--- config.mk ---
export PLATFORM = sky130hd
export DESIGN_NAME = tempo_snapshot_change_detect
export DESIGN_NICKNAME = d
export VERILOG_FILES = /design/src/hdl/tscd_pkg.sv /design/src/hdl/tscd_div.sv /design/src/hdl/tscd_dp.sv /design/src/hdl/tscd_ctrl.sv /design/src/hdl/tempo_snapshot_change_detect.sv
export SDC_FILE = /design/constraint.sdc
export NUM_CORES = 2
export LEC_CHECK = 0
export ABC_AREA = 1
export BUFFER_PORTS_ARGS = -buffer_cell sky130_fd_sc_hd__buf_2
export CORE_AREA = 10 10 419 421
export CTS_CLUSTER_DIAMETER = 100
export DETAILED_ROUTE_END_ITERATION = 16
export DIE_AREA = 0 0 429 431
export PLACE_DENSITY = 0.78
export SYNTH_ARGS = -nofsm -noshare
export SYNTH_HDL_FRONTEND = slang
export SYNTH_HIERARCHICAL = 1
export SYNTH_SLANG_ARGS = --single-unit
--- constraint.sdc ---
create_clock -name aclk -period 36.4 [get_ports aclk]
set_input_delay 3.64 -clock aclk [delete_from_list [all_inputs] [get_ports aclk]]
set_output_delay 3.64 -clock aclk [all_outputs]
set_load 0.01 [all_outputs]
--- src/hdl/tscd_pkg.sv ---
// Package for the tempo snapshot change detector.
// Holds field widths, constants, and the command and status types shared by the modules.
// No dependencies.
package tscd_pkg;

    localparam int BPM_W    = 26;
    localparam int ORIGIN_W = 63;
    localparam int BEAT_W   = 64;
    localparam int QIN_W    = 32;
    localparam int QOUT_W   = 16;
    localparam int PEERS_W  = 16;
    localparam int TEMPO_W  = 58;
    localparam int LAT_W    = 32;
    localparam int EPS_W    = 33;
    localparam int DIV_W    = 64;
    localparam int S_DATA_W = 208;
    localparam int M_DATA_W = 256;
    localparam int CFG_W    = 33;
    localparam int CFG_AW   = 1;

    localparam logic [CFG_AW-1:0] REG_BEAT_EPSILON  = 1'd0;
    localparam logic [CFG_AW-1:0] REG_LATENCY_VALUE = 1'd1;

    localparam logic [EPS_W-1:0]  EPS_RESET  = 33'd4294967;
    localparam logic [BPM_W-1:0]  BPM_MIN    = 26'd65536;
    localparam logic [BPM_W-1:0]  BPM_MAX    = 26'd65470464;
    localparam logic [DIV_W-1:0]  MPB_HI     = 64'd915;
    localparam logic [DIV_W-1:0]  MPB_LO     = 64'h8700_0000_0000_0000;
    localparam logic [14:0]       REL_TOL    = 15'd20000;
    localparam logic [DIV_W-1:0]  INT64_MAX  = 64'h7FFF_FFFF_FFFF_FFFF;

    typedef struct packed {
        logic load;
        logic div_start;
        logic div_phase;
        logic tempo_fin;
        logic cmp1;
        logic cmp2;
        logic ph1;
        logic ph2;
        logic ph3;
        logic emit;
    } cmd_t;

    typedef struct packed {
        logic div_done;
        logic need_phase;
        logic bypass;
        logic out_free;
    } status_t;

endpackage

--- src/hdl/tscd_div.sv ---
// Restoring divider for the tempo snapshot change detector, one quotient bit per cycle.
// Divides a 128-bit numerator hi:lo by a 64-bit divisor, with hi below the divisor.
// Depends on tscd_pkg.
module tscd_div (
    input  logic                         aclk,
    input  logic                         aresetn,
    input  logic                         start,
    input  logic [tscd_pkg::DIV_W-1:0]   num_hi,
    input  logic [tscd_pkg::DIV_W-1:0]   num_lo,
    input  logic [tscd_pkg::DIV_W-1:0]   den,
    output logic [tscd_pkg::DIV_W-1:0]   quo,
    output logic [tscd_pkg::DIV_W-1:0]   rem,
    output logic                         done
);

    logic [tscd_pkg::DIV_W-1:0] rem_reg, rem_next;
    logic [tscd_pkg::DIV_W-1:0] lo_reg, lo_next;
    logic [tscd_pkg::DIV_W-1:0] quo_reg, quo_next;
    logic [tscd_pkg::DIV_W-1:0] den_reg, den_next;
    logic [5:0]                 cnt_reg, cnt_next;
    logic                       busy_reg, busy_next;
    logic                       done_reg, done_next;
    logic [tscd_pkg::DIV_W:0]   trial;

    always_comb begin
        rem_next  = rem_reg;
        lo_next   = lo_reg;
        quo_next  = quo_reg;
        den_next  = den_reg;
        cnt_next  = cnt_reg;
        busy_next = busy_reg;
        done_next = 1'b0;
        trial     = {rem_reg, lo_reg[tscd_pkg::DIV_W-1]};
        if (start) begin
            rem_next  = num_hi;
            lo_next   = num_lo;
            den_next  = den;
            quo_next  = '0;
            cnt_next  = '0;
            busy_next = 1'b1;
        end else if (busy_reg) begin
            lo_next = {lo_reg[tscd_pkg::DIV_W-2:0], 1'b0};
            if (trial >= {1'b0, den_reg}) begin
                rem_next = trial[tscd_pkg::DIV_W-1:0] - den_reg;
                quo_next = {quo_reg[tscd_pkg::DIV_W-2:0], 1'b1};
            end else begin
                rem_next = trial[tscd_pkg::DIV_W-1:0];
                quo_next = {quo_reg[tscd_pkg::DIV_W-2:0], 1'b0};
            end
            cnt_next = cnt_reg + 6'd1;
            if (cnt_reg == 6'd63) begin
                busy_next = 1'b0;
                done_next = 1'b1;
            end
        end
    end

    always_ff @(posedge aclk) begin
        if (!aresetn) begin
            busy_reg <= 1'b0;
            done_reg <= 1'b0;
            cnt_reg  <= '0;
        end else begin
            busy_reg <= busy_next;
            done_reg <= done_next;
            cnt_reg  <= cnt_next;
        end
        rem_reg <= rem_next;
        lo_reg  <= lo_next;
        quo_reg <= quo_next;
        den_reg <= den_next;
    end

    assign quo  = quo_reg;
    assign rem  = rem_reg;
    assign done = done_reg;

endmodule

--- src/hdl/tscd_dp.sv ---
// Datapath of the tempo snapshot change detector: input capture, stored snapshot,
// tempo and phase checks, configuration registers and the output register.
// Depends on tscd_pkg and tscd_div.
module tscd_dp (
    input  logic                            aclk,
    input  logic                            aresetn,
    input  tscd_pkg::cmd_t                  cmd,
    output tscd_pkg::status_t               status,
    input  logic [tscd_pkg::S_DATA_W-1:0]   s_tdata,
    output logic                            m_tvalid,
    input  logic                            m_tready,
    output logic [tscd_pkg::M_DATA_W-1:0]   m_tdata,
    output logic                            m_tuser,
    input  logic                            cfg_we,
    input  logic [tscd_pkg::CFG_AW-1:0]     cfg_addr,
    input  logic [tscd_pkg::CFG_W-1:0]      cfg_wdata
);

    logic [tscd_pkg::BPM_W-1:0]    bpm_in;
    logic [tscd_pkg::QOUT_W-1:0]   quant_in;
    logic [tscd_pkg::BPM_W-1:0]    bpm_reg;
    logic [tscd_pkg::ORIGIN_W-1:0] origin_reg;
    logic [tscd_pkg::BEAT_W-1:0]   beat_reg;
    logic [tscd_pkg::QOUT_W-1:0]   quant_reg;
    logic                          play_reg;
    logic [tscd_pkg::PEERS_W-1:0]  peers_reg;
    logic [tscd_pkg::TEMPO_W-1:0]  tempo_reg;
    logic                          dneg_reg;
    logic [tscd_pkg::DIV_W-1:0]    mag_reg;
    logic [tscd_pkg::TEMPO_W-1:0]  d_reg;
    logic                          fdiff_reg;
    logic                          bypass_reg;
    logic                          changed_reg;
    logic [tscd_pkg::DIV_W-1:0]    qmag_reg;
    logic [tscd_pkg::BEAT_W-1:0]   pred_reg;
    logic [tscd_pkg::TEMPO_W-1:0]  prev_tempo_reg;
    logic [tscd_pkg::ORIGIN_W-1:0] prev_origin_reg;
    logic [tscd_pkg::BEAT_W-1:0]   prev_beat_reg;
    logic [tscd_pkg::QOUT_W-1:0]   prev_quant_reg;
    logic                          prev_play_reg;
    logic [tscd_pkg::PEERS_W-1:0]  prev_peers_reg;
    logic                          prev_valid_reg;
    logic [tscd_pkg::EPS_W-1:0]    eps_reg;
    logic [tscd_pkg::LAT_W-1:0]    lat_reg;
    logic                          m_tvalid_reg;
    logic [tscd_pkg::M_DATA_W-1:0] m_tdata_reg;
    logic                          m_tuser_reg;

    logic [tscd_pkg::DIV_W-1:0]    div_hi, div_lo, div_den, div_q, div_r;
    logic                          div_done;
    logic [tscd_pkg::DIV_W-1:0]    dt;
    logic [tscd_pkg::DIV_W-1:0]    prev_tempo_ext;
    logic [tscd_pkg::DIV_W-1:0]    bpm_ext;
    logic                          t_inc, p_inc;
    logic [72:0]                   prod;
    logic [tscd_pkg::DIV_W:0]      qinc;
    logic [tscd_pkg::DIV_W:0]      psum;
    logic [tscd_pkg::DIV_W:0]      bsub;
    logic [tscd_pkg::DIV_W:0]      babs;
    logic [tscd_pkg::LAT_W-1:0]    lat_out;

    assign bpm_in = (s_tdata[25:0] <= tscd_pkg::BPM_MIN) ? tscd_pkg::BPM_MIN :
                    (s_tdata[25:0] > tscd_pkg::BPM_MAX) ? tscd_pkg::BPM_MAX : s_tdata[25:0];
    assign quant_in = (s_tdata[184:169] == '0) ? 16'd1 : s_tdata[184:169];

    assign prev_tempo_ext = {6'd0, prev_tempo_reg};
    assign bpm_ext        = {38'd0, bpm_reg};
    assign div_hi  = cmd.div_phase ? mag_reg : tscd_pkg::MPB_HI;
    assign div_lo  = cmd.div_phase ? '0 : tscd_pkg::MPB_LO;
    assign div_den = cmd.div_phase ? prev_tempo_ext : bpm_ext;

    tscd_div u_div (
        .aclk    (aclk),
        .aresetn (aresetn),
        .start   (cmd.div_start),
        .num_hi  (div_hi),
        .num_lo  (div_lo),
        .den     (div_den),
        .quo     (div_q),
        .rem     (div_r),
        .done    (div_done)
    );

    assign dt    = {1'b0, s_tdata[88:26]} - {1'b0, prev_origin_reg};
    assign t_inc = div_r >= (bpm_ext - div_r);
    assign p_inc = (div_r >= (prev_tempo_ext - div_r)) && (div_q != '1);
    assign prod  = {15'd0, d_reg} * {58'd0, tscd_pkg::REL_TOL};
    assign qinc  = {1'b0, div_q} + {64'd0, p_inc};
    assign psum  = dneg_reg ? ({prev_beat_reg[63], prev_beat_reg} - {1'b0, qmag_reg})
                            : ({prev_beat_reg[63], prev_beat_reg} + {1'b0, qmag_reg});
    assign bsub  = {pred_reg[63], pred_reg} - {beat_reg[63], beat_reg};
    assign babs  = bsub[64] ? (~bsub + 65'd1) : bsub;
    assign lat_out = prev_valid_reg ? lat_reg : '0;

    always_ff @(posedge aclk) begin
        if (!aresetn) begin
            prev_valid_reg <= 1'b0;
            eps_reg        <= tscd_pkg::EPS_RESET;
            lat_reg        <= '0;
            m_tvalid_reg   <= 1'b0;
        end else begin
            if (cfg_we) begin
                unique case (cfg_addr)
                    tscd_pkg::REG_BEAT_EPSILON:  eps_reg <= cfg_wdata;
                    tscd_pkg::REG_LATENCY_VALUE: lat_reg <= cfg_wdata[31:0];
                    default: ;
                endcase
            end
            if (cmd.emit) begin
                m_tvalid_reg   <= 1'b1;
                prev_valid_reg <= 1'b1;
            end else if (m_tready) begin
                m_tvalid_reg <= 1'b0;
            end
        end
        if (cmd.load) begin
            bpm_reg    <= bpm_in;
            origin_reg <= s_tdata[88:26];
            beat_reg   <= s_tdata[152:89];
            quant_reg  <= quant_in;
            play_reg   <= s_tdata[185];
            peers_reg  <= s_tdata[201:186];
            dneg_reg   <= dt[63];
            mag_reg    <= dt[63] ? (~dt + 64'd1) : dt;
        end
        if (cmd.tempo_fin) begin
            tempo_reg <= div_q[57:0] + {57'd0, t_inc};
        end
        if (cmd.cmp1) begin
            d_reg      <= (tempo_reg >= prev_tempo_reg) ? (tempo_reg - prev_tempo_reg)
                                                        : (prev_tempo_reg - tempo_reg);
            fdiff_reg  <= (play_reg != prev_play_reg) || (peers_reg != prev_peers_reg) ||
                          (quant_reg != prev_quant_reg);
            bypass_reg <= (prev_tempo_reg == '0) || (mag_reg >= prev_tempo_ext);
        end
        if (cmd.cmp2) begin
            changed_reg <= !prev_valid_reg || fdiff_reg || (prod > {15'd0, prev_tempo_reg});
        end
        if (cmd.ph1) begin
            qmag_reg <= (bypass_reg || qinc > {1'b0, tscd_pkg::INT64_MAX}) ?
                        tscd_pkg::INT64_MAX : qinc[63:0];
        end
        if (cmd.ph2) begin
            if (psum[64] != psum[63]) begin
                pred_reg <= psum[64] ? 64'h8000_0000_0000_0000 : tscd_pkg::INT64_MAX;
            end else begin
                pred_reg <= psum[63:0];
            end
        end
        if (cmd.ph3) begin
            changed_reg <= babs > {32'd0, eps_reg};
        end
        if (cmd.emit) begin
            m_tdata_reg     <= {6'd0, lat_out, peers_reg, play_reg, quant_reg, beat_reg,
                                origin_reg, tempo_reg};
            m_tuser_reg     <= changed_reg;
            prev_tempo_reg  <= tempo_reg;
            prev_origin_reg <= origin_reg;
            prev_beat_reg   <= beat_reg;
            prev_quant_reg  <= quant_reg;
            prev_play_reg   <= play_reg;
            prev_peers_reg  <= peers_reg;
        end
    end

    assign status.div_done   = div_done;
    assign status.need_phase = !changed_reg;
    assign status.bypass     = bypass_reg;
    assign status.out_free   = !m_tvalid_reg || m_tready;

    assign m_tvalid = m_tvalid_reg;
    assign m_tdata  = m_tdata_reg;
    assign m_tuser  = m_tuser_reg;

endmodule

--- src/hdl/tscd_ctrl.sv ---
// Controller of the tempo snapshot change detector.
// Sequences capture, the two divisions, the checks and the output write.
// Depends on tscd_pkg.
module tscd_ctrl (
    input  logic                aclk,
    input  logic                aresetn,
    input  logic                s_tvalid,
    output logic                s_tready,
    input  tscd_pkg::status_t   status,
    output tscd_pkg::cmd_t      cmd
);

    localparam logic [3:0] ST_IDLE   = 4'd0;
    localparam logic [3:0] ST_TDIV   = 4'd1;
    localparam logic [3:0] ST_TWAIT  = 4'd2;
    localparam logic [3:0] ST_CMP1   = 4'd3;
    localparam logic [3:0] ST_CMP2   = 4'd4;
    localparam logic [3:0] ST_DECIDE = 4'd5;
    localparam logic [3:0] ST_PDIV   = 4'd6;
    localparam logic [3:0] ST_PWAIT  = 4'd7;
    localparam logic [3:0] ST_PH1    = 4'd8;
    localparam logic [3:0] ST_PH2    = 4'd9;
    localparam logic [3:0] ST_PH3    = 4'd10;
    localparam logic [3:0] ST_EMIT   = 4'd11;

    logic [3:0] state_reg, state_next;

    always_comb begin
        state_next = state_reg;
        cmd        = '0;
        s_tready   = 1'b0;
        unique case (state_reg)
            ST_IDLE: begin
                s_tready = 1'b1;
                if (s_tvalid) begin
                    cmd.load   = 1'b1;
                    state_next = ST_TDIV;
                end
            end
            ST_TDIV: begin
                cmd.div_start = 1'b1;
                state_next    = ST_TWAIT;
            end
            ST_TWAIT: begin
                if (status.div_done) begin
                    cmd.tempo_fin = 1'b1;
                    state_next    = ST_CMP1;
                end
            end
            ST_CMP1: begin
                cmd.cmp1   = 1'b1;
                state_next = ST_CMP2;
            end
            ST_CMP2: begin
                cmd.cmp2   = 1'b1;
                state_next = ST_DECIDE;
            end
            ST_DECIDE: begin
                priority if (!status.need_phase) begin
                    state_next = ST_EMIT;
                end else if (status.bypass) begin
                    state_next = ST_PH1;
                end else begin
                    state_next = ST_PDIV;
                end
            end
            ST_PDIV: begin
                cmd.div_start = 1'b1;
                cmd.div_phase = 1'b1;
                state_next    = ST_PWAIT;
            end
            ST_PWAIT: begin
                cmd.div_phase = 1'b1;
                if (status.div_done) begin
                    state_next = ST_PH1;
                end
            end
            ST_PH1: begin
                cmd.ph1    = 1'b1;
                state_next = ST_PH2;
            end
            ST_PH2: begin
                cmd.ph2    = 1'b1;
                state_next = ST_PH3;
            end
            ST_PH3: begin
                cmd.ph3    = 1'b1;
                state_next = ST_EMIT;
            end
            ST_EMIT: begin
                if (status.out_free) begin
                    cmd.emit   = 1'b1;
                    state_next = ST_IDLE;
                end
            end
            default: state_next = ST_IDLE;
        endcase
    end

    always_ff @(posedge aclk) begin
        if (!aresetn) begin
            state_reg <= ST_IDLE;
        end else begin
            state_reg <= state_next;
        end
    end

endmodule

--- src/hdl/tempo_snapshot_change_detect.sv ---
// Tempo snapshot change detector, top level.
// One item at a time: the next item is accepted only after the result of the last has been
// written to the output register, which may wait for that register to be free. The phase
// check is skipped when not needed and saturates without dividing in its bypass case; the
// shared 64-step divider serves both the tempo and the phase divisions.
// Reset (aresetn, synchronous) forgets the previous snapshot and restores the registers.
// Depends on tscd_pkg, tscd_ctrl, tscd_dp and tscd_div.
module tempo_snapshot_change_detect (
    input  logic                            aclk,
    input  logic                            aresetn,
    input  logic                            s_tvalid,
    output logic                            s_tready,
    // tempo (Q10.16 BPM), origin time, origin beat, quantum, playing flag, peer count,
    // zero fill
    input  logic [tscd_pkg::S_DATA_W-1:0]   s_tdata,
    output logic                            m_tvalid,
    input  logic                            m_tready,
    // tempo (Q32 microseconds per beat), origin time, origin beat, whole quantum beats,
    // playing flag, peer count, latency, zero fill
    output logic [tscd_pkg::M_DATA_W-1:0]   m_tdata,
    // changed
    output logic                            m_tuser,
    input  logic                            cfg_we,
    input  logic [tscd_pkg::CFG_AW-1:0]     cfg_addr,
    input  logic [tscd_pkg::CFG_W-1:0]      cfg_wdata
);

    tscd_pkg::cmd_t    cmd;
    tscd_pkg::status_t status;

    tscd_ctrl u_ctrl (
        .aclk     (aclk),
        .aresetn  (aresetn),
        .s_tvalid (s_tvalid),
        .s_tready (s_tready),
        .status   (status),
        .cmd      (cmd)
    );

    tscd_dp u_dp (
        .aclk      (aclk),
        .aresetn   (aresetn),
        .cmd       (cmd),
        .status    (status),
        .s_tdata   (s_tdata),
        .m_tvalid  (m_tvalid),
        .m_tready  (m_tready),
        .m_tdata   (m_tdata),
        .m_tuser   (m_tuser),
        .cfg_we    (cfg_we),
        .cfg_addr  (cfg_addr),
        .cfg_wdata (cfg_wdata)
    );

endmodule

### Word-level counts from Yosys, hierarchy flattened

Cells that the tools add are included.

| operators by class | value |
|---|---|
| add/sub/neg operators | 14 |
| multiply operators | 1 |
| order comparisons | 10 |
| equality and inequality tests | 21 |
| muxes and demuxes | 45 |
| bitwise logic cells | 5 |
| reductions and logical operators | 24 |

Operator list:

| kind | count |
|---|---|
| $mux W64 | 9 |
| $mux W65 | 2 |
| $ge A64 B64 Y1 | 2 |
| $sub A58 B58 Y58 | 2 |
| $gt A73 B58 Y1 | 1 |
| $mul A58 B10 Y68 const B | 1 |
| $add A64 B1 Y65 | 1 |
| $add A65 B1 Y65 const B | 1 |
| $add A65 B64 Y65 | 1 |
| $ge A65 B64 Y1 | 1 |
| $gt A65 B33 Y1 | 1 |
| $gt A65 B63 Y1 const B | 1 |
| $not A65 Y65 | 1 |
| $sub A64 B64 Y65 | 1 |
| $sub A65 B64 Y65 | 1 |
| $add A64 B1 Y64 const B | 1 |
| $ge A64 B58 Y1 | 1 |
| $ne A64 B64 Y1 const B | 1 |
| $not A64 Y64 | 1 |
| $sub A26 B64 Y64 | 1 |
| $sub A58 B64 Y64 | 1 |
| $sub A63 B63 Y64 | 1 |
| $sub A64 B64 Y64 | 1 |
| $mux W63 | 1 |
| other kinds (31) | 85 |

| word-level totals | value |
|---|---|
| bits in registers | 1302 |
| bits of input ports | 247 |
| output and inout port bits | 259 |
| logic and storage cells | 159 |

### Logic depth before layout (Yosys ltp)

| depth | value |
|---|---|
| depth in word-level cells | 6 |
| gate-level depth with buffers | 50 |

### Modules after synthesis

Netlist, hierarchy kept.

By module, submodules not included:

| module | times used | cells each | area an instance (µm²) | sequential area each (µm²) |
|---|---|---|---|---|
| tscd_dp | 1 | 11284 | 82180.1 | 23832.9 |
| tscd_div | 1 | 2378 | 17038.8 | 7206.9 |
| tscd_ctrl | 1 | 79 | 422.9 | 80.1 |

### Worst setup path after synthesis

OpenSTA, ideal clock, no wires.

| timing path | value |
|---|---|
| path type | input port to flip-flop |
| start point | in m_tready |
| end point | reg u_dp.m_tvalid_reg (netlist: u_dp/m_tvalid) |
| library setup time | 124 ps |
| arrival | 21900 ps |
| required time | 36276 ps |
| setup slack | 14376 ps |
| stages | 6 |
| cells stage by stage | inv_1 > nand2_1 > inv_1 > nor3_1 > inv_1 > a21oi_1 |

RTL lines:

| element | line | text |
|---|---|---|
| start: declaration | tempo_snapshot_change_detect.sv:17 | `input logic m_tready,` |
| end signal: assignment | tscd_dp.sv:100 | `m_tvalid_reg <= 1'b0;` |
| end signal: assignment | tscd_dp.sv:110 | `m_tvalid_reg <= 1'b1;` |
| end signal: assignment | tscd_dp.sv:113 | `m_tvalid_reg <= 1'b0;` |
| end: declaration | tscd_dp.sv:45 | `logic m_tvalid_reg;` |

### Worst setup path in the final report

| timing path | value |
|---|---|
| start point | reg u_dp/prev_tempo_reg[0] in the netlist's numbering |
| end point | reg u_dp/qmag_reg[20] in the netlist's numbering, data pin |

| between the ends | value |
|---|---|
| word-level cells in the longest chain between the ends | 6 |

Ends and longest elaborated chain:

| element | line | text |
|---|---|---|
| start: declaration | tscd_dp.sv:36 | `logic [tscd_pkg::TEMPO_W-1:0] prev_tempo_reg;` |
| start signal: assignment | tscd_dp.sv:157 | `prev_tempo_reg <= tempo_reg;` |
| $sub A58 B64 Y64 * | tscd_dp.sv:86 | `assign p_inc = (div_r >= (prev_tempo_ext - div_r)) && (div_q != '1);` |
| $ge A64 B64 Y1 * | tscd_dp.sv:86 |  |
| $logic_and A1 B1 Y1 * | tscd_dp.sv:86 |  |
| $add A64 B1 Y65 * | tscd_dp.sv:88 | `assign qinc = {1'b0, div_q} + {64'd0, p_inc};` |
| $gt A65 B63 Y1 | tscd_dp.sv:140 | `qmag_reg <= (bypass_reg \|\| qinc > {1'b0, tscd_pkg::INT64_MAX}) ?` |
| $logic_or A1 B1 Y1 | tscd_dp.sv:140 |  |
| end signal: assignment | tscd_dp.sv:140 |  |
| end: declaration | tscd_dp.sv:34 | `logic [tscd_pkg::DIV_W-1:0] qmag_reg;` |

Mark *: on every way between the ends. The rest lies on a longest branch, timed or not.
A chain may end at the register's enable or synchronous reset.

==> impl_metrics.json <==
{
  "status": "completed",
  "hold_path_class": "flop to flop",
  "power_uw": 8870,
  "grt_pass1_vias": 87861,
  "ctsHoldBuffers": 0,
  "num_rows": 150,
  "fp.dieW_um": 429,
  "power_leakage_uw": 0.0532,
  "viasPerCell": 5.70,
  "synth_seq_cells": 1084,
  "period_minus_slack_ns": 10.13,
  "die_area_um2": 185000,
  "slowest_stage": "nor4b_1",
  "initial_core_util_pct": 59.8,
  "max_stage_delay_ns": 0.92,
  "cts_max_level": 3,
  "cap_violations": 0,
  "nNetsFinal": 15628,
  "die_h_um": 431,
  "slew_viol_final": 0,
  "wl_per_cell_um": 21.6,
  "final.setup.tns_ns": 0,
  "rsz0062_at_grt": "false",
  "fin_skew_ns": 0.0944,
  "cp.buffers_inverters": 10,
  "route.detailed.drc": 0,
  "cpMostUsedCell": "inv_1",
  "place_ws_ns": 26.63,
  "p_comb_share_pct": 63.6,
  "finalHoldViolCount": 0,
  "numCtsBuffers": 118,
  "p_per_area_nw_per_um2": 81.4,
  "ant_nets": 0,
  "yosysWarnings": 6,
  "p_int_uw": 4320,
  "max_freq_ghz": 0.0987,
  "critical_path.startpoint": "u_dp/prev_tempo_reg[0]",
  "cp.depth": 42,
  "seq_area_frac_synth_pct": 31.2,
  "grt_use_total_pct": 37.2,
  "switching_share_pct": 51.3,
  "vias": 94695,
  "synth_edf_count": 941,
  "syn_avg_cell_area_um2": 7.25,
  "worst_ep_required_time_ns": 36.83,
  "synth_async_sr_flop_share_pct": 0,
  "cts_tree": "yes",
  "drive_gt1_share_pct": 7.28,
  "synthCells": 13741,
  "ctsResizeCount": 0,
  "crit_fanout": 63,
  "power_switching_uw": 4550,
  "irDropWorstVdd_mv": 0.0689,
  "min_from": "u_dp/origin_reg[59]",
  "min_path_cells": 0,
  "clk-insertion-delay-late_ns": 0.82,
  "grt_max_degree": 132,
  "relSlewSlack_pct": 14.0,
  "drt_iter0_drc": 12158,
  "start_kind": "flop",
  "synth_area_um2": 99600,
  "clkSinkCount": 1084,
  "area_delta_synth_final_pct": 9.30,
  "crit_path_end_kind": "flop",
  "port_buffers": 477,
  "wl_met3_um": 39500,
  "grt_antenna_before_repair": 24,
  "timing.rr.start": "u_dp/prev_tempo_reg[0]",
  "setup_viol": 0,
  "drtPass1Iterations": 10,
  "yosys_most_used_dff": "edfxtp_1",
  "reg2reg_depth": 42,
  "dp_hpwl_um": 297000,
  "grt_pass1_wl_um": 530000,
  "routed_wl_um": 358000,
  "cts_root_buffer": "clkbuf_16",
  "wl_met1_um": 142000,
  "critPathKind": "flop to flop",
  "cts_buffer_depth": 3,
  "highest_layer": "met5",
  "tightestPinTransition_ns": 1.29,
  "crit_family": "simple AND/OR/NAND/NOR gates",
  "layout_setup_ws_ns": 26.27,
  "reg2reg_slack_ns": 26.27,
  "gp_congestion": 1.12,
  "clock_power_share_pct": 14.2,
  "timing.final.crit_share_pct": 27.8,
  "core_area_um2": 167000,
  "route.met2.wl_um": 152000,
  "post_cts_buffers": 0,
  "grt.overflow.total": 0,
  "synth.distinct_cells": 85,
  "clkTransAtPathRegs_ns": 0.07,
  "seqPwrFrac_pct": 22.2,
  "worstPathArrival_ns": 10.56,
  "pin_count": 506
}
## kinds of logic (layout without fill, tap and decap cells)
family	count (synthesis)	in the layout	share of synthesized area, %
and+or+nand+nor	5799	5799	24.7
AOI/OAI and AO/OA	2026	2026	11.5
DFF	1084	1084	31.2
xor gates and xnor gates	647	647	5.76
adders and majority gates	1077	1077	14.8
muxes	11	11	0.112
buffers and inverters	3096	3688	11.9
other	1	82	0.00376
## path summary, 6_finish.rpt
path,to
setup / recovery,u_dp/qmag_reg[20]
hold / removal,u_dp/prev_origin_reg[59]
setup reg to reg,u_dp/qmag_reg[20]
hold reg to reg,u_dp/prev_origin_reg[59]
## placed cells by master (no fill, tap or decap), drive strengths merged, types with 169 or more instances in the layout
cell | synthesis | final
nand3 | 535 | 535
buf | 68 | 567
fa | 169 | 169
ha | 908 | 908
edfxtp | 941 | 941
nor3 | 197 | 197
nand4 | 186 | 186
xor2 | 404 | 404
a21oi | 901 | 901
nor2 | 1353 | 1353
nand2 | 3306 | 3306
xnor2 | 243 | 243
o21ai | 575 | 575
inv | 2896 | 2911
## power groups by stage
stage          registers [uW]  logic [uW]  clock network, uW
3_5_place_dp             1980        5450                  0
4_1_cts                  1950        5490               1270
2_1_floorplan            1910        4090                  0
6_report                 1970        5640               1260
3_3_place_gp             1970        5370                  0
5_1_grt                  1970        6290               1320
## through the flow
step                hold slack [ns]  utilization, %  cells  instance area, um2
global placement              0.400            62.9  16388              105000
detailed placement            0.405            62.9  16388              105000
global route                  0.422            65.3  16614              109000
CTS                           0.412            65.3  16609              109000
finish                        0.407            65.3  16618              109000
floorplan                     0.400               -  13813               99900
## Yosys cell counts (63+ instances only)
library cell | instances | area, um2
edfxtp_1 | 941 | 28300
nor4_1 | 85 | 532
nor2_1 | 1288 | 4830
dfxtp_1 | 143 | 2860
nand3_1 | 503 | 2520
ha_1 | 908 | 11400
nand4_1 | 185 | 1160
inv_1 | 2853 | 10700
a21oi_1 | 890 | 4450
xnor2_1 | 240 | 2100
nor3_1 | 184 | 921
o22ai_1 | 63 | 394
clkbuf_1 | 122 | 458
a31oi_1 | 152 | 951
fa_1 | 169 | 3380
xor2_1 | 399 | 3490
o21ai_0 | 519 | 2600
nand3b_1 | 85 | 638
nand2_1 | 3240 | 12200
## area by class of cell
class | count | area, um2
Antenna cell | 9 | 22.5
Clock buffer | 141 | 3100
Clock inverter | 80 | 945
Fill cell | 15178 | 57800
Inverter | 2900 | 10900
Multi-Input combinational cell | 9633 | 57000
Sequential cell | 1084 | 31100
Tap cell | 2204 | 2760
Timing Repair Buffer | 567 | 3080
## routing by layer
layer  up-vias  GRT usage, %
li1      45369             -
met1     43306          48.6
met2      5030          56.8
met3       970          8.16
met4        20          21.6
met5         -             0
Note: power is estimated with default switching activity, not from simulation.
